[config.mk]
export PLATFORM = sky130hd
export DESIGN_NAME = lcd_display_link_frame_handler
export DESIGN_NICKNAME = d
export VERILOG_FILES = /design/src/lcdl_pkg.sv /design/src/lcdl_front.sv /design/src/lcdl_queue.sv /design/src/lcdl_back.sv /design/src/lcd_display_link_frame_handler.sv
export SDC_FILE = /design/constraint.sdc
export NUM_CORES = 1
export LEC_CHECK = 0
export ABC_AREA = 1
export BUFFER_PORTS_ARGS = -buffer_cell sky130_fd_sc_hd__buf_2
export CAP_MARGIN = 20
export CORE_MARGIN = 3
export CORE_UTILIZATION = 54
export CTS_CLUSTER_SIZE = 10
export DETAILED_ROUTE_END_ITERATION = 8
export GPL_TIMING_DRIVEN = 0
export PLACE_DENSITY_LB_ADDON = 0.15
export RECOVER_POWER = 100
export SYNTH_ARGS = -nofsm -noshare
export SYNTH_HDL_FRONTEND = slang
export SYNTH_SLANG_ARGS = --single-unit
[constraint.sdc]
create_clock -name clk -period 6.95 [get_ports clk]
set_input_delay 0.695 -clock clk [delete_from_list [all_inputs] [get_ports clk]]
set_output_delay 0.695 -clock clk [all_outputs]
set_load 0.01 [all_outputs]
[src/lcdl_pkg.sv]
// ----------------------------------------------------------------------------
// lcdl_pkg: shared types and constants for the display link frame handler
// Frame geometry, trailer and reply constants, result codes, and the job
// record that travels from the receive side to the reply side.
// ----------------------------------------------------------------------------
`default_nettype none

package lcdl_pkg;

    // Frame geometry
    localparam int RX_FRAME_LEN = 13;
    localparam int TX_FRAME_LEN = 12;
    localparam int CNT_W        = $clog2(RX_FRAME_LEN + 1);
    localparam int RUN_LEN      = TX_FRAME_LEN + 1;   // status + reply bytes
    localparam int CKSUM_POS    = 5;                  // byte left out of the XOR
    localparam int QUEUE_DEPTH  = 2;
    localparam int QPTR_W       = $clog2(QUEUE_DEPTH);
    localparam int QCNT_W       = $clog2(QUEUE_DEPTH + 1);

    // Trailer bytes
    localparam logic [7:0] TRAILER_A   = 8'h32;
    localparam logic [7:0] TRAILER_B   = 8'h37;
    localparam logic [7:0] TRAILER_END = 8'h0E;

    // Reply constants
    localparam logic [7:0] TX_HEAD0 = 8'd65;
    localparam logic [7:0] TX_HEAD2 = 8'd48;

    // Register reset values
    localparam logic [7:0] FIXED_KEY_RST   = 8'd10;
    localparam logic [7:0] LEARNED_KEY_RST = 8'd2;
    localparam logic [7:0] KEY_LIMIT_RST   = 8'd50;

    localparam logic [6:0] SPEED_BASE = 7'd10;

    typedef enum logic [1:0] {
        CFG_FIXED_KEY   = 2'd0,
        CFG_INIT_KEY    = 2'd1,
        CFG_KEY_LIMIT   = 2'd2,
        CFG_UNUSED      = 2'd3
    } cfg_index_t;

    typedef enum logic {
        IK_BYTE   = 1'b0,
        IK_RESYNC = 1'b1
    } item_kind_t;

    typedef enum logic {
        RK_STATUS = 1'b0,
        RK_REPLY  = 1'b1
    } result_kind_t;

    typedef enum logic [1:0] {
        FS_ACCEPTED    = 2'd0,
        FS_BAD_TRAILER = 2'd1,
        FS_BAD_CHECKSUM = 2'd2,
        FS_RESERVED    = 2'd3
    } frame_status_t;

    // Configuration write as seen by the receive side
    typedef struct packed {
        logic       wr;
        logic [1:0] index;
        logic [7:0] data;
    } cfg_wr_t;

    // One completed frame: decoded status plus the sampled reply fields
    typedef struct packed {
        frame_status_t status;
        logic [2:0]    assist;
        logic          light;
        logic [4:0]    wheel;
        logic [6:0]    speed;
        logic [20:0]   pp;
        logic [21:0]   cp;
        logic [4:0]    battery;
        logic [15:0]   period;
        logic [7:0]    err;
        logic [7:0]    flags;
        logic [7:0]    power;
        logic [7:0]    temp;
        logic [7:0]    sum;
    } frame_job_t;

endpackage

`default_nettype wire

[src/lcdl_front.sv]
// ----------------------------------------------------------------------------
// lcdl_front: receive side of the display link frame handler
// Collects received bytes, keeps the running XOR, checks trailer and
// checksum on the last byte, learns the checksum key and queues a job.
// ----------------------------------------------------------------------------
`default_nettype none

module lcdl_front (
    input  wire logic                  clk,
    input  wire logic                  rst_n,
    input  wire logic                  in_valid,
    output logic                       in_stall,
    input  wire logic                  item_kind,
    input  wire logic [7:0]            rx_byte,
    input  wire logic [15:0]           wheel_period,
    input  wire logic [7:0]            power_units,
    input  wire logic signed [7:0]     temperature_code,
    input  wire logic [7:0]            error_code,
    input  wire logic [4:0]            battery_level,
    input  wire logic [7:0]            moving_flags,
    input  wire lcdl_pkg::cfg_wr_t     cfg,
    input  wire logic                  q_full,
    output logic                       q_push,
    output lcdl_pkg::frame_job_t       q_data
);

    logic [lcdl_pkg::CNT_W-1:0] cnt_reg, cnt_next;
    logic [7:0] xor_reg, xor_next;
    logic [7:0] fixed_key_reg, key_limit_reg, learned_key_reg, learned_key_next;
    logic [7:0] frame_reg [lcdl_pkg::RX_FRAME_LEN-1];

    logic       accept, is_byte, last_byte;
    logic [7:0] x_full, cand;
    logic       trailer_ok, crc_ok;
    logic [5:0] speed_field;

    assign in_stall  = q_full;
    assign accept    = in_valid && !in_stall;
    assign is_byte   = (item_kind == lcdl_pkg::IK_BYTE);
    assign last_byte = (cnt_reg == lcdl_pkg::CNT_W'(lcdl_pkg::RX_FRAME_LEN - 1));

    // Frame check on the final byte, which is the trailer end byte
    assign x_full     = xor_reg ^ rx_byte;
    assign trailer_ok = ((frame_reg[11] == lcdl_pkg::TRAILER_A) ||
                         (frame_reg[11] == lcdl_pkg::TRAILER_B)) &&
                        (rx_byte == lcdl_pkg::TRAILER_END);
    assign crc_ok     = ((x_full ^ fixed_key_reg) == frame_reg[lcdl_pkg::CKSUM_POS]) ||
                        ((x_full ^ learned_key_reg) == frame_reg[lcdl_pkg::CKSUM_POS]);
    assign cand       = x_full ^ frame_reg[lcdl_pkg::CKSUM_POS];
    assign speed_field = {frame_reg[4][5], frame_reg[2][7:3]};

    // Counter, XOR and key update
    always_comb
    begin
        cnt_next         = cnt_reg;
        xor_next         = xor_reg;
        learned_key_next = learned_key_reg;
        q_push           = 1'b0;
        if (accept)
        begin
            if (!is_byte)
            begin
                cnt_next = '0;
                xor_next = '0;
            end
            else if (last_byte)
            begin
                cnt_next = '0;
                xor_next = '0;
                q_push   = 1'b1;
                if (trailer_ok && !crc_ok && (cand <= key_limit_reg))
                begin
                    learned_key_next = cand;
                end
            end
            else
            begin
                cnt_next = cnt_reg + 1'b1;
                if (cnt_reg != lcdl_pkg::CNT_W'(lcdl_pkg::CKSUM_POS))
                begin
                    xor_next = xor_reg ^ rx_byte;
                end
            end
        end
        if (cfg.wr && (cfg.index == lcdl_pkg::CFG_INIT_KEY))
        begin
            learned_key_next = cfg.data;
        end
    end

    // Job contents
    always_comb
    begin
        q_data         = '0;
        q_data.battery = battery_level;
        q_data.period  = wheel_period;
        q_data.err     = error_code;
        q_data.flags   = moving_flags;
        q_data.power   = power_units;
        q_data.temp    = temperature_code;
        q_data.sum     = {3'b000, battery_level} ^ lcdl_pkg::TX_HEAD2 ^
                         wheel_period[15:8] ^ wheel_period[7:0] ^
                         error_code ^ moving_flags ^ power_units ^ temperature_code;
        priority if (!trailer_ok)
        begin
            q_data.status = lcdl_pkg::FS_BAD_TRAILER;
        end
        else if (!crc_ok)
        begin
            q_data.status = lcdl_pkg::FS_BAD_CHECKSUM;
        end
        else
        begin
            q_data.status = lcdl_pkg::FS_ACCEPTED;
            q_data.assist = frame_reg[1][2:0];
            q_data.light  = frame_reg[1][7];
            q_data.wheel  = {frame_reg[2][2:0], frame_reg[4][7:6]};
            q_data.speed  = lcdl_pkg::SPEED_BASE + {1'b0, speed_field};
            q_data.pp     = {frame_reg[0], frame_reg[4][4], frame_reg[4][3],
                             frame_reg[4][2:0], frame_reg[3]};
            q_data.cp     = {frame_reg[7][6:5], frame_reg[10][4:2], frame_reg[9][3:0],
                             frame_reg[7][3:0], frame_reg[8][7:5], frame_reg[6][2:0],
                             frame_reg[6][5:3]};
        end
    end

    // Control state and configuration registers
    always_ff @(posedge clk or negedge rst_n)
    begin
        if (!rst_n)
        begin
            cnt_reg         <= '0;
            xor_reg         <= '0;
            fixed_key_reg   <= lcdl_pkg::FIXED_KEY_RST;
            key_limit_reg   <= lcdl_pkg::KEY_LIMIT_RST;
            learned_key_reg <= lcdl_pkg::LEARNED_KEY_RST;
        end
        else
        begin
            cnt_reg         <= cnt_next;
            xor_reg         <= xor_next;
            learned_key_reg <= learned_key_next;
            if (cfg.wr && (cfg.index == lcdl_pkg::CFG_FIXED_KEY))
            begin
                fixed_key_reg <= cfg.data;
            end
            if (cfg.wr && (cfg.index == lcdl_pkg::CFG_KEY_LIMIT))
            begin
                key_limit_reg <= cfg.data;
            end
        end
    end

    // Frame byte capture; the last byte is used straight from the input
    always_ff @(posedge clk)
    begin
        if (accept && is_byte && !last_byte)
        begin
            frame_reg[cnt_reg] <= rx_byte;
        end
    end

endmodule

`default_nettype wire

[src/lcdl_queue.sv]
// ----------------------------------------------------------------------------
// lcdl_queue: short job queue between receive side and reply side
// Two-entry FIFO of frame jobs with full and valid flags.
// ----------------------------------------------------------------------------
`default_nettype none

module lcdl_queue (
    input  wire logic                  clk,
    input  wire logic                  rst_n,
    input  wire logic                  push,
    input  wire lcdl_pkg::frame_job_t  push_data,
    output logic                       full,
    input  wire logic                  pop,
    output logic                       valid,
    output lcdl_pkg::frame_job_t       data
);

    lcdl_pkg::frame_job_t entry_reg [lcdl_pkg::QUEUE_DEPTH];
    logic [lcdl_pkg::QPTR_W-1:0] wr_ptr_reg, rd_ptr_reg;
    logic [lcdl_pkg::QCNT_W-1:0] count_reg, count_next;
    logic do_push, do_pop;

    assign full    = (count_reg == lcdl_pkg::QCNT_W'(lcdl_pkg::QUEUE_DEPTH));
    assign valid   = (count_reg != '0);
    assign data    = entry_reg[rd_ptr_reg];
    assign do_push = push && !full;
    assign do_pop  = pop && valid;

    always_comb
    begin
        count_next = count_reg;
        if (do_push && !do_pop)
        begin
            count_next = count_reg + 1'b1;
        end
        else if (do_pop && !do_push)
        begin
            count_next = count_reg - 1'b1;
        end
    end

    // Pointers and fill level
    always_ff @(posedge clk or negedge rst_n)
    begin
        if (!rst_n)
        begin
            wr_ptr_reg <= '0;
            rd_ptr_reg <= '0;
            count_reg  <= '0;
        end
        else
        begin
            count_reg <= count_next;
            if (do_push)
            begin
                wr_ptr_reg <= wr_ptr_reg + 1'b1;
            end
            if (do_pop)
            begin
                rd_ptr_reg <= rd_ptr_reg + 1'b1;
            end
        end
    end

    // Entry storage
    always_ff @(posedge clk)
    begin
        if (do_push)
        begin
            entry_reg[wr_ptr_reg] <= push_data;
        end
    end

endmodule

`default_nettype wire

[src/lcdl_back.sv]
// ----------------------------------------------------------------------------
// lcdl_back: reply side of the display link frame handler
// Takes one job from the queue and plays out the status item followed by
// the twelve reply bytes through a registered output stage.
// ----------------------------------------------------------------------------
`default_nettype none

module lcdl_back (
    input  wire logic                  clk,
    input  wire logic                  rst_n,
    input  wire logic                  q_valid,
    input  wire lcdl_pkg::frame_job_t  q_data,
    output logic                       q_pop,
    output logic                       out_valid,
    input  wire logic                  out_stall,
    output logic                       result_kind,
    output logic [7:0]                 tx_byte,
    output logic                       last_of_run,
    output logic [1:0]                 frame_status,
    output logic [2:0]                 assist_mode,
    output logic                       light_on,
    output logic [4:0]                 wheel_code,
    output logic [6:0]                 max_speed_kmh,
    output logic [20:0]                p_params,
    output logic [21:0]                c_params
);

    localparam logic [lcdl_pkg::CNT_W-1:0] LAST_IDX = lcdl_pkg::CNT_W'(lcdl_pkg::RUN_LEN - 1);

    lcdl_pkg::frame_job_t job_reg;
    logic busy_reg;
    logic [lcdl_pkg::CNT_W-1:0] idx_reg;
    logic out_valid_reg;

    logic       load, run_end;
    logic [7:0] reply_byte;

    assign load    = busy_reg && (!out_valid_reg || !out_stall);
    assign run_end = load && (idx_reg == LAST_IDX);
    assign q_pop   = q_valid && (!busy_reg || run_end);
    assign out_valid = out_valid_reg;

    // Reply byte for the current position (position 0 is the status item)
    always_comb
    begin
        unique case (idx_reg)
            4'd1:    reply_byte = lcdl_pkg::TX_HEAD0;
            4'd2:    reply_byte = {3'b000, job_reg.battery};
            4'd3:    reply_byte = lcdl_pkg::TX_HEAD2;
            4'd4:    reply_byte = job_reg.period[15:8];
            4'd5:    reply_byte = job_reg.period[7:0];
            4'd6:    reply_byte = job_reg.err;
            4'd7:    reply_byte = job_reg.sum;
            4'd8:    reply_byte = job_reg.flags;
            4'd9:    reply_byte = job_reg.power;
            4'd10:   reply_byte = job_reg.temp;
            default: reply_byte = 8'h00;
        endcase
    end

    // Run sequencing and output valid
    always_ff @(posedge clk or negedge rst_n)
    begin
        if (!rst_n)
        begin
            busy_reg      <= 1'b0;
            idx_reg       <= '0;
            out_valid_reg <= 1'b0;
        end
        else
        begin
            if (q_pop)
            begin
                busy_reg <= 1'b1;
                idx_reg  <= '0;
            end
            else if (run_end)
            begin
                busy_reg <= 1'b0;
            end
            else if (load)
            begin
                idx_reg <= idx_reg + 1'b1;
            end

            if (load)
            begin
                out_valid_reg <= 1'b1;
            end
            else if (!out_stall)
            begin
                out_valid_reg <= 1'b0;
            end
        end
    end

    // Job capture and output payload
    always_ff @(posedge clk)
    begin
        if (q_pop)
        begin
            job_reg <= q_data;
        end
        if (load)
        begin
            if (idx_reg == '0)
            begin
                result_kind   <= lcdl_pkg::RK_STATUS;
                tx_byte       <= 8'h00;
                last_of_run   <= 1'b0;
                frame_status  <= job_reg.status;
                assist_mode   <= job_reg.assist;
                light_on      <= job_reg.light;
                wheel_code    <= job_reg.wheel;
                max_speed_kmh <= job_reg.speed;
                p_params      <= job_reg.pp;
                c_params      <= job_reg.cp;
            end
            else
            begin
                result_kind   <= lcdl_pkg::RK_REPLY;
                tx_byte       <= reply_byte;
                last_of_run   <= (idx_reg == LAST_IDX);
                frame_status  <= lcdl_pkg::FS_ACCEPTED;
                assist_mode   <= '0;
                light_on      <= 1'b0;
                wheel_code    <= '0;
                max_speed_kmh <= '0;
                p_params      <= '0;
                c_params      <= '0;
            end
        end
    end

endmodule

`default_nettype wire

[src/lcd_display_link_frame_handler.sv]
// ----------------------------------------------------------------------------
// lcd_display_link_frame_handler: display link frame receiver and replier
// Usage:
//   Input channel (in_valid / in_stall) carries one item per cycle: either a
//   received byte or a resync that restarts framing. Up to one item is taken
//   every cycle; in_stall rises only when the two-entry job queue is full.
//   On the 13th byte of a frame one job is queued; the output channel
//   (out_valid / out_stall) then gives one status item and the 12 reply
//   bytes, one item per cycle while out_stall is low, last_of_run marking the final reply byte.
//   Path: with the reply side idle, the completing byte is written into the
//   queue, the job is then taken into the job register of the sequencer,
//   and the status item is then registered in its single output stage; the
//   13 items of a run follow without gaps while the receiver does not stall.
//   Configuration (cfg_valid / cfg_ready) is always ready; writing the
//   initial learned key also loads the learned key.
//   Reset clears framing, the queue and the output stage and restores the
//   register defaults. A stall on the output holds the item in place while
//   frames keep being received until the queue fills.
// ----------------------------------------------------------------------------
`default_nettype none

module lcd_display_link_frame_handler (
    input  wire logic              clk,
    input  wire logic              rst_n,
    input  wire logic              in_valid,
    output logic                   in_stall,
    input  wire logic              item_kind,
    input  wire logic [7:0]        rx_byte,
    input  wire logic [15:0]       wheel_period,
    input  wire logic [7:0]        power_units,
    input  wire logic signed [7:0] temperature_code,
    input  wire logic [7:0]        error_code,
    input  wire logic [4:0]        battery_level,
    input  wire logic [7:0]        moving_flags,
    output logic                   out_valid,
    input  wire logic              out_stall,
    output logic                   result_kind,
    output logic [7:0]             tx_byte,
    output logic                   last_of_run,
    output logic [1:0]             frame_status,
    output logic [2:0]             assist_mode,
    output logic                   light_on,
    output logic [4:0]             wheel_code,
    output logic [6:0]             max_speed_kmh,
    output logic [20:0]            p_params,
    output logic [21:0]            c_params,
    input  wire logic              cfg_valid,
    output logic                   cfg_ready,
    input  wire logic [1:0]        cfg_index,
    input  wire logic [7:0]        cfg_data
);

    lcdl_pkg::cfg_wr_t    cfg;
    lcdl_pkg::frame_job_t push_job, head_job;
    logic q_full, q_push, q_pop, q_valid;

    assign cfg_ready = 1'b1;
    assign cfg.wr    = cfg_valid && cfg_ready;
    assign cfg.index = cfg_index;
    assign cfg.data  = cfg_data;

    lcdl_front u_front (
        .clk              (clk),
        .rst_n            (rst_n),
        .in_valid         (in_valid),
        .in_stall         (in_stall),
        .item_kind        (item_kind),
        .rx_byte          (rx_byte),
        .wheel_period     (wheel_period),
        .power_units      (power_units),
        .temperature_code (temperature_code),
        .error_code       (error_code),
        .battery_level    (battery_level),
        .moving_flags     (moving_flags),
        .cfg              (cfg),
        .q_full           (q_full),
        .q_push           (q_push),
        .q_data           (push_job)
    );

    lcdl_queue u_queue (
        .clk       (clk),
        .rst_n     (rst_n),
        .push      (q_push),
        .push_data (push_job),
        .full      (q_full),
        .pop       (q_pop),
        .valid     (q_valid),
        .data      (head_job)
    );

    lcdl_back u_back (
        .clk           (clk),
        .rst_n         (rst_n),
        .q_valid       (q_valid),
        .q_data        (head_job),
        .q_pop         (q_pop),
        .out_valid     (out_valid),
        .out_stall     (out_stall),
        .result_kind   (result_kind),
        .tx_byte       (tx_byte),
        .last_of_run   (last_of_run),
        .frame_status  (frame_status),
        .assist_mode   (assist_mode),
        .light_on      (light_on),
        .wheel_code    (wheel_code),
        .max_speed_kmh (max_speed_kmh),
        .p_params      (p_params),
        .c_params      (c_params)
    );

endmodule

`default_nettype wire

Word-level counts from Yosys, hierarchy flattened
Memories as Yosys holds them, arrays and structs flattened. A register that Yosys moved wholly into a read port is not among the register bits.
Cells that the tools add are included.

storage, ports and cells
  memory bits (writable) = 340
  memories kept = 2
  bits in registers = 117

cells by class
  mux-type cells = 32
  add/sub/neg operators = 7
  bitwise logic cells = 12
  reduce and logical (&&, ||, !) cells = 41
  magnitude comparators = 1
  equality and inequality tests = 24

memory list
  memory             words  bits a word  read ports  clocked after Yosys merged registers in  write ports  RTL line          RTL
  u_queue.entry_reg  2      122          1           1                                        1            lcdl_queue.sv:18  lcdl_pkg::frame_job_t entry_reg [lcdl_pkg::QUEUE_DEPTH];
  u_front.frame_reg  12     8            12          0                                        1            lcdl_front.sv:30  logic [7:0] frame_reg [lcdl_pkg::RX_FRAME_LEN-1];

operators with widths
  kind                   count
  $mux W59               2
  $pmux W8 S10           1
  $xor A8 B8 Y8          9
  $mux W8                8
  $eq A4 B4 Y1 const B   5
  $mux W4                5
  $eq A4 B3 Y1 const B   4
  $eq A8 B6 Y1 const B   2
  $eq A8 B8 Y1           2
  $logic_and A1 B1 Y1    16
  $reduce_bool A2 Y1     7
  $mux W1                12
  $add A4 B1 Y4 const B  2
  $eq A4 B2 Y1 const B   2
  $eq A8 B4 Y1 const B   1
  $le A8 B8 Y1           1
  $logic_not A1 Y1       8
  $mux W2                4
  $xor A6 B8 Y8          1
  $add A4 B6 Y7 const A  1
  $ne A2 B1 Y1 const B   3
  $eq A2 B2 Y1 const B   2
  $eq A4 B1 Y1 const B   1
  $logic_not A4 Y1       1
  other kinds (12)       17

Depth between registers and ports, before layout
Gate-level depths: netlist of the first run.

  word-level depth = 12
  mapped depth = 17
  depth with buffers taken out = 17

Hierarchy
A second synthesis of the first run with hierarchy kept.

second synthesis, totals
  cell total of the unflattened synthesis = 1,881
  area, all modules = 22,718.0 um^2

by module, submodules not included
  module                          area each (um^2)  sequential area each (um^2)  instances  cells each
  lcdl_queue                      9,136.3           7,427.1                      1          669
  lcdl_back                       7,340.8           5,945.7                      1          514
  lcdl_front                      6,229.7           3,130.5                      1          696
  lcd_display_link_frame_handler  11.3              0.0                          1          2

Worst setup path after synthesis of the first run
OpenSTA, ideal clock, no wires.

  path type = in2reg
  from = input in_valid
  to = memory u_queue.entry_reg[1][0] (netlist name) (enable)
  data arrival time = 6.220 ns
  buffers on the path = 0
  stages = 4
  slack = 0.124 ns
  setup time = 0.606 ns
  cell sequence = o21ai_1 > nor2_1 > nand2_1 > nor2_1

on the way
  cells in the longest elaborated chain, start to end = 5

RTL lines
  element                        RTL line                              RTL
  start, declared                lcd_display_link_frame_handler.sv:25  input wire logic in_valid,
  $logic_and A1 B1 Y1            lcdl_front.sv:38                      assign accept = in_valid && !in_stall;
  $mux W1                        lcdl_front.sv:59                      if (accept)
  $logic_and A1 B1 Y1            lcdl_queue.sv:26                      assign do_push = push && !full;
  $mux W1                        lcdl_queue.sv:68                      if (do_push)
  $mux W1 (implied by the code)  lcdl_queue.sv:70                      entry_reg[wr_ptr_reg] <= push_data;
  end, declared                  lcdl_queue.sv:18

No other way between the ends.

Worst setup path in the final report of the first run
  from = register u_back.idx_reg[1] (netlist name)
  to = register, netlist name u_back.job_reg[18]

on the way
  cells in the longest elaborated chain, start to end = 4

RTL lines
  element                 RTL line                              RTL
  start, declared         lcdl_back.sv:32                       logic [lcdl_pkg::CNT_W-1:0] idx_reg;
  start signal, assigned  lcdl_back.sv:83                       idx_reg <= idx_reg + 1'b1;
  $eq A4 B4 Y1            lcdl_back.sv:39                       assign run_end = load && (idx_reg == LAST_IDX);
  $logic_and A1 B1 Y1     lcdl_back.sv:39
  $logic_or A1 B1 Y1      lcdl_back.sv:40                       assign q_pop = q_valid && (!busy_reg || run_end);
  $logic_and A1 B1 Y1     lcdl_back.sv:40
  net q_pop               lcd_display_link_frame_handler.sv:55  logic q_full, q_push, q_pop, q_valid;

The timed path passes the listed nets, and every way through them passes these cells.
A chain may end at the register's enable or synchronous reset.

==> results of run 1 <==
-- power breakdown --
group | switching [W] | leakage (nW) | internal, W
clock | 0.00123 | 0.890 | 0.00176
combinational | 0.00131 | 3.74 | 0.000495
sequential | 0.000179 | 5.57 | 0.00430
-- path summary, 6_finish.rpt --
path / slack [ns] / depth (start not counted) / from / to
worst max-delay path: 1.83 / 8 / u_back.idx_reg[1] / u_back.job_reg[18]
worst min-delay path: 0.24 / 1 / rst_n / u_front.xor_reg[2]
worst max register to register: 1.83 / 8 / u_back.idx_reg[1] / u_back.job_reg[18]
worst min register to register: 0.48 / 2 / u_back.busy_reg / u_back.out_valid
max in group asynchronous: 4.44 / 2 / rst_n / u_back.out_valid
min in group clk: 0.38 / 1 / battery_level[3] / u_queue.entry_reg[1][59]
-- cell type report --
cell class                 count  area (um2)
tap                          525       656.9
clock buffer                  91        1767
clock inverter                 8       80.08
fill                        3100       14720
timing repair buffer         169       794.5
buffer                        45       172.7
sequential                   557       16500
multi-input combinational    934        4355
inverter                     206       773.2
-- routing by layer --
metal,part of all wire [%],global-route usage [%],up-vias,wire length [um]
met4,2.2,6.765,4,970
met2,49,34.08,406,21480
met3,7.2,4.513,84,3174
met1,42,27.70,6143,18530
met5,0.066,0,-,29
li1,-,-,6263,-
-- through the flow --
step,setup TNS [ns],setup slack (ns),hold slack (ns),cells
2_1_floorplan,0,0.1237,0.3994,1742
5_1_grt,0,1.595,0.3151,2535
3_5_place_dp,0,3.358,0.4735,2434
4_1_cts,0,3.335,0.03760,2533
6_report,0,1.833,0.2418,2535
3_3_place_gp,-880.98,-3.461,0.4409,2416
-- cell families after synthesis --
kind of cell	after synthesis
DFF	557
other	1
buffers and inverters	251
AOI/OAI and AO/OA	83
and+or+nand+nor	782
xor gates and xnor gates	50
adders and majority gates	18
-- synthesized netlist by cell type, types with 2 or more instances --
library cell	number
inv_1	203
nor3b_1	3
a22o_1	5
nor3_1	17
nand3b_1	11
o22ai_1	2
dfrtp_1	40
a31oi_1	3
edfxtp_1	511
buf_1	7
nand2_1	537
dfstp_2	6
nand4_1	6
clkbuf_1	30
nand3_1	43
nor2_4	10
xnor2_1	37
inv_2	2
buf_2	5
xor2_1	13
a221oi_1	12
nor2_1	137
a21oi_1	20
o21ai_0	35
ha_1	18
or2_2	3
nand2_2	11
-- worst max-delay path, delay by kind of cell, from the launching register on --
| family | cells | cell delay, ns |
|---|---|---|
| AOI/OAI and AO/OA | 2 | 2.09 |
| buffers and inverters | 4 | 1.45 |
| and+or+nand+nor | 1 | 0.59 |
| DFF | 1 | 0.42 |
| adders and majority gates | 1 | 0.15 |
-- cells in the final DEF, fill, tap and decap left out, types with 4 or more instances in the layout --
cell	instances
buf_12	6
a21oi_1	21
nor2_4	10
xnor2_1	37
buf_2	12
nand2_2	7
nand4_1	7
nand3_1	43
inv_1	204
clkbuf_1	214
o21ai_0	36
xor2_1	13
dfrtp_1	40
nand2_1	541
a221oi_1	12
ha_1	18
nand3b_1	11
clkbuf_16	67
edfxtp_1	511
nor2_1	137
dfstp_2	6
a22o_1	5
nor3_1	17
inv_6	4
==> metrics.md, run 1 <==
| Metric | Value |
|---|---|
| Syn Area/Cell | 12.55 um2 |
| Hold_buf cts | 0 |
| CTS sink count | ~560 |
| Critical Path Sink Type | register |
| Antenna-violating nets left | 0 |
| Synthesized Nets | 1837 |
| Vias in the first global route | 12930 |
| Critical Path Start Type | register |
| Largest net degree at the start of global routing | 32 |
| Finished Core Util | between 60% and 70% |
| Post-Synth Simple-Gate Area | 14.70% |
| Worst Skew | 0.03124 ns |
| Initial DRT Pass Iterations | 5 |
| Class of the worst hold path | in2async |
| GRT Util Overall | 20.66% |
| Yosys reg bits | 557 |
| Synth Warn # | 0 |
| Leading area contributor after synthesis | edfxtp_1 |
| Post-Synthesis Cell Area | 0.02186 mm2 |
| Worst-Skew Late Latency | 0.59 ns |
| # rows | 73 |
| # setup viols final | 0 |
| Post-synthesis mux area share | 0% |
| Hold Violations, Final | 0 |
| Synthesis-to-layout area growth | 14.83% |
| # IOs | 151 |
| EDFF count, synth | between 500 and 600 |
| PwrDens | 369.8 mW/mm2 |
| Initial Util | between 50% and 60% |
| Post-route design area | roughly 0.025 mm2 |
| Routability Congestion | 0.8494 |
| Sequential fraction of the synthesis area | between 70 and 80% |
| Clock root cell | clkbuf_16 |
| Failing checks | capacitance limit, slew limit |
| Largest register FFs | 244 |
| Leak | 10.20 nW |
| Core area | approximately 0.040 mm2 |
| Cts repair resizes | 0 |
| Via count | about 13000 |
| Slew margin rel. | -62.29% |
| Gr ovfl total | 0 |
| Cts bufs inserted | 66 |
| Crit-path max FO | 24 |
| H-Tree Depth | 3 |
| DR iter-0 viols | around 1100 |
| DR vias/cell | 5.089 |
| Post-synth ARST share | 8.259% |
| Synth unique cells | 42 |
| Die Span Y | 207.2 um |
| Cell count after synthesis | 1742 |
| First-pass GRT wire length | 69150 um |
| Share of the synthesized area in the top cell type | 70.19% |
| Clk pin slew, worst setup/hold paths | 0.05 ns |
| Synth Area in Compound Gates | 2.289% |
| CP Data Required Time | 7.12 ns |
| Post-CTS Repair Setup Buffers | 0 |
| Ratio of cells with drive above 1 in the final layout | 6.219% |
| Largest family of logic cells by synthesized area | simple AND/OR/NAND/NOR gates |
| Nets | 2074 |
| Inserted Diodes | 0 |
| Max-slew violation count | 266 |
| Minimum period implied by the final worst setup slack | 5.117 ns |
| CTS Buffer Depth | 3 |
| Post-synthesis adder-cell area fraction | 1.030% |
| FMAX | ~200 MHz |
| Synth area leaders | edfxtp_1 (70%), nand2_1 (9.2%), dfrtp_1 (4.6%) |
| IO buf count | 149 |
| Final WL | 44190 um |
| Overall power | 0.009283 W |
| Peak supply drop | 208.8 uV |
| Period utilisation layout | 73.63% |
| Classification of the worst setup path | reg2reg |
| Die footprint | 0.04293 mm2 |
| DRC violation count after routing | 0 |
| Max Cap Viol | 12 |
| Predominant post-synthesis flop cell | edfxtp_1 |
| Run status | complete, but fails checks |
| Critical path's largest stage delay | 1.77 ns |
| Xor/xnor share of the synthesized area | 2.003% |
| Avg WL per Cell | 17.43 um |
| Crit-path cells | inv_1 > ha_1 > inv_1 > nor3_1 > a21oi_1 > a21oi_1 > buf_16 > clkbuf_1 |
| Worst Tran Pin Value | between 2 and 2.5 ns |
| Dpl cell area | 0.02367 mm2 |
| Die width | 207.2 um |
| CP max stage cell | a21oi_1 |
| Antenna violations before repair | 2 |
| HPWL Detailed | 29270 um |
| CTS tree | yes |
| Unrepaired setup endpoints after global routing | false |
| Crit path DAT | 5.29 ns |
Note: power is estimated with default switching activity, not from simulation.
==> run 2, diff against run 1 <==
- CORE_UTILIZATION: 54 -> 55
- clock period: 6.95 -> 4.75 ns (I/O delays scaled with it)
==> run 2 against run 1 <==
Against the previous run:
- hold slack got worse by 0.11 ns
- flip-flop and latch count unchanged
- first-iteration DRC count decreased by 17%
- final cell count decreased by 0.12%
- via count decreased by 0.60%
- final area decreased by 0.29%
- combinational power increased by 45%
- clock power increased by 37%
- highest routed layer unchanged
- register-to-register slack got worse by 0.99 ns
- routed wire length decreased by 2.4%
- total power increased by 43%
- the run still ends with capacitance limit, slew limit left
==> metrics.md, run 2 (synthesis results as in run 1) <==
| Metric | Value |
|---|---|
| Run status | complete, but fails checks |
| Failing checks | capacitance limit, slew limit |
| Combinational power share | 19.7% (+0.2 points) |
| Antenna violations before repair | 2 (unchanged) |
| Synthesis-to-layout area growth | 14.50% |
| Clk pin slew, worst setup/hold paths | 0.05 ns (about the same) |
| Post-route design area | 0.02503 mm2 (-0.29%) |
| Peak supply drop | 303.3 uV (+45%) |
| Inserted Diodes | 0 (unchanged) |
| Max-slew violation count | 113 (-58%) |
| Cts repair resizes | 0 (unchanged) |
| Sw Share | 29.44% (+0.10 points) |
| Hold_buf cts | 1 (+1) |
| HPWL Detailed | 28420 um (-2.9%) |
| Hold Violations, Final | 0 (unchanged) |
| Nets | 2071 (-0.14%) |
| H-Tree Depth | 2 (-1) |
| Vias in the first global route | 12300 (-4.9%) |
| PwrDens | 530.5 mW/mm2 (+43%) |
| # setup viols final | 0 (unchanged) |
| Die Span Y | 205.4 um (-0.89%) |
| CTS sink count | 557 (unchanged) |
| Dpl cell area | 0.02363 mm2 (-0.17%) |
| Die width | 205.4 um (-0.89%) |
| Via count | 12820 (-0.60%) |
| CTS tree | yes |
| # IOs | 151 (unchanged) |
| Die footprint | 0.04217 mm2 (-1.8%) |
| Power share of the sequential group | 49.3% (+1.0 points) |
| Setup_tns | 0 ns (unchanged) |
| Leading cell types in the layout, fill and taps excluded | nand2_1 (541), edfxtp_1 (511), clkbuf_1 (218) |
| Antenna-violating nets left | 0 (unchanged) |
| First-pass GRT wire length | 66660 um (-3.6%) |
| # rows | 72 (-1.4%) |
| Clock root cell | clkbuf_16 |
| Core area | 0.03892 mm2 (-2.3%) |
| Critical Path Start Type | register |
| Routability Congestion | 0.8528 (+0.40%) |
| Classification of the worst setup path | reg2reg |
| Period utilisation layout | 82.21% (+8.6 points) |
| Crit-path max FO | 27 (+13%) |
| Worst-Skew Late Latency | 0.61 ns (+0.02 ns) |
| DRC violation count after routing | 0 (unchanged) |
| CP Data Required Time | 4.99 ns (-2.13 ns) |
| Initial Util | 56.17% (+1.3 points) |
| Commonest non-fill, non-tap cell in the layout | nand2_1 |
| Psw | 0.003910 W (+44%) |
| GRT Util Overall | 20.74% (+0.075 points) |
| Leak | 10.16 nW (-0.41%) |
| Slew margin rel. | -47.46% (+15 points) |
| Worst Tran Pin Value | 2.212 ns (-0.2225 ns) |
| Crit path DAT | 4.14 ns (-1.15 ns) |
| Ratio of cells with drive above 1 in the final layout | 5.958% (-0.26 points) |
| DR vias/cell | 5.064 (-0.48%) |
| Worst Skew | 0.01729 ns (-0.01395 ns) |
| Largest register FFs | 244 (unchanged) |
| IO buf count | 149 (unchanged) |
| Gr ovfl total | 0 (unchanged) |
| Avg WL per Cell | 17.04 um (-2.2%) |
| FMAX | 256.1 MHz (+31%) |
| Minimum period implied by the final worst setup slack | 3.905 ns (-1.212 ns) |
| DR iter-0 viols | 867 (-17%) |
| Initial DRT Pass Iterations | 5 (unchanged) |
| Largest net degree at the start of global routing | 32 (unchanged) |
| Critical Path Sink Type | register |
| Unrepaired setup endpoints after global routing | false |
| Int Pwr | 0.009370 W (+43%) |
| Overall power | 0.01328 W (+43%) |
| Cts bufs inserted | 61 (-7.6%) |
| Class of the worst hold path | in2reg |
| Post-CTS Repair Setup Buffers | 0 (unchanged) |
| Final WL | 43150 um (-2.4%) |
| Max Cap Viol | 6 (-6) |
| Clock Power Share | 30.9% (-1.4 points) |
| CTS Buffer Depth | 3 (unchanged) |
## run 2: cell count changes in the layout (fill, tap and decap cells not counted), moves of 3 or more
cell and delta:
buf_12 +5, inv_6 -3, buf_1 +4, clkbuf_16 -6, clkbuf_1 +4
## run 2: power by group through the flow
stage	logic (W)	registers, W	clock network, W
floorplan	0.00151	0.00673	0
global placement	0.00259	0.00665	0
detailed placement	0.00274	0.00664	0
CTS	0.00276	0.00654	0.00419
global route	0.00295	0.00661	0.00438
finish	0.00262	0.00655	0.00411
## run 2: critical path: stages (launching register included)
cell      delay [ns]
dfrtp_1         0.42
inv_1           0.11
ha_1            0.15
inv_1           0.07
nor3_1          0.46
a21oi_1         0.31
a21oi_2         1.19
clkbuf_2        0.79
## run 2: stage by stage
step           worst slack (ns)  util, %  hold slack [ns]  std cells
5_1_grt                  0.5294    64.32           0.1145       2532
4_1_cts                   1.230    65.12          0.05630       2529
6_report                 0.8449    64.32           0.1295       2532
3_3_place_gp             -1.267    59.82           0.4537       2409
3_5_place_dp              1.291    60.71           0.4766       2427
2_1_floorplan            0.5719        -           0.1794       1742
## run 2: per-layer routing
layer | track usage [%] | routed length (um) | up-vias
met5 | 0 | 21 | -
met4 | 6.102 | 1047 | 4
met3 | 3.971 | 2633 | 87
met2 | 33.63 | 20140 | 374
met1 | 29.00 | 19300 | 6087
li1 | - | - | 6271
## run 2: path summary, 6_finish.rpt
kind                                   startpoint  slack [ns]  cells past startpoint                  endpoint
worst min-delay path              moving_flags[0]        0.13                      1  u_queue.entry_reg[0][24]
min in group asynchronous                   rst_n        0.66                      2        u_front.xor_reg[2]
worst max-delay path            u_back.idx_reg[0]        0.84                      7        u_back.job_reg[80]
max in group asynchronous                   rst_n        2.06                      3        u_queue.rd_ptr_reg
worst min register to register    u_back.busy_reg        0.47                      2          u_back.out_valid
worst max register to register  u_back.idx_reg[0]        0.84                      7        u_back.job_reg[80]
## run 2: cell type report
type	count	area, um2
Buffer	45	172.7
Clock buffer	97	1662
Clock inverter	4	45.04
Fill cell	2975	13890
Inverter	206	773.2
Multi-Input combinational cell	934	4359
Sequential cell	557	16500
Tap cell	518	648.1
Timing Repair Buffer	171	867.1
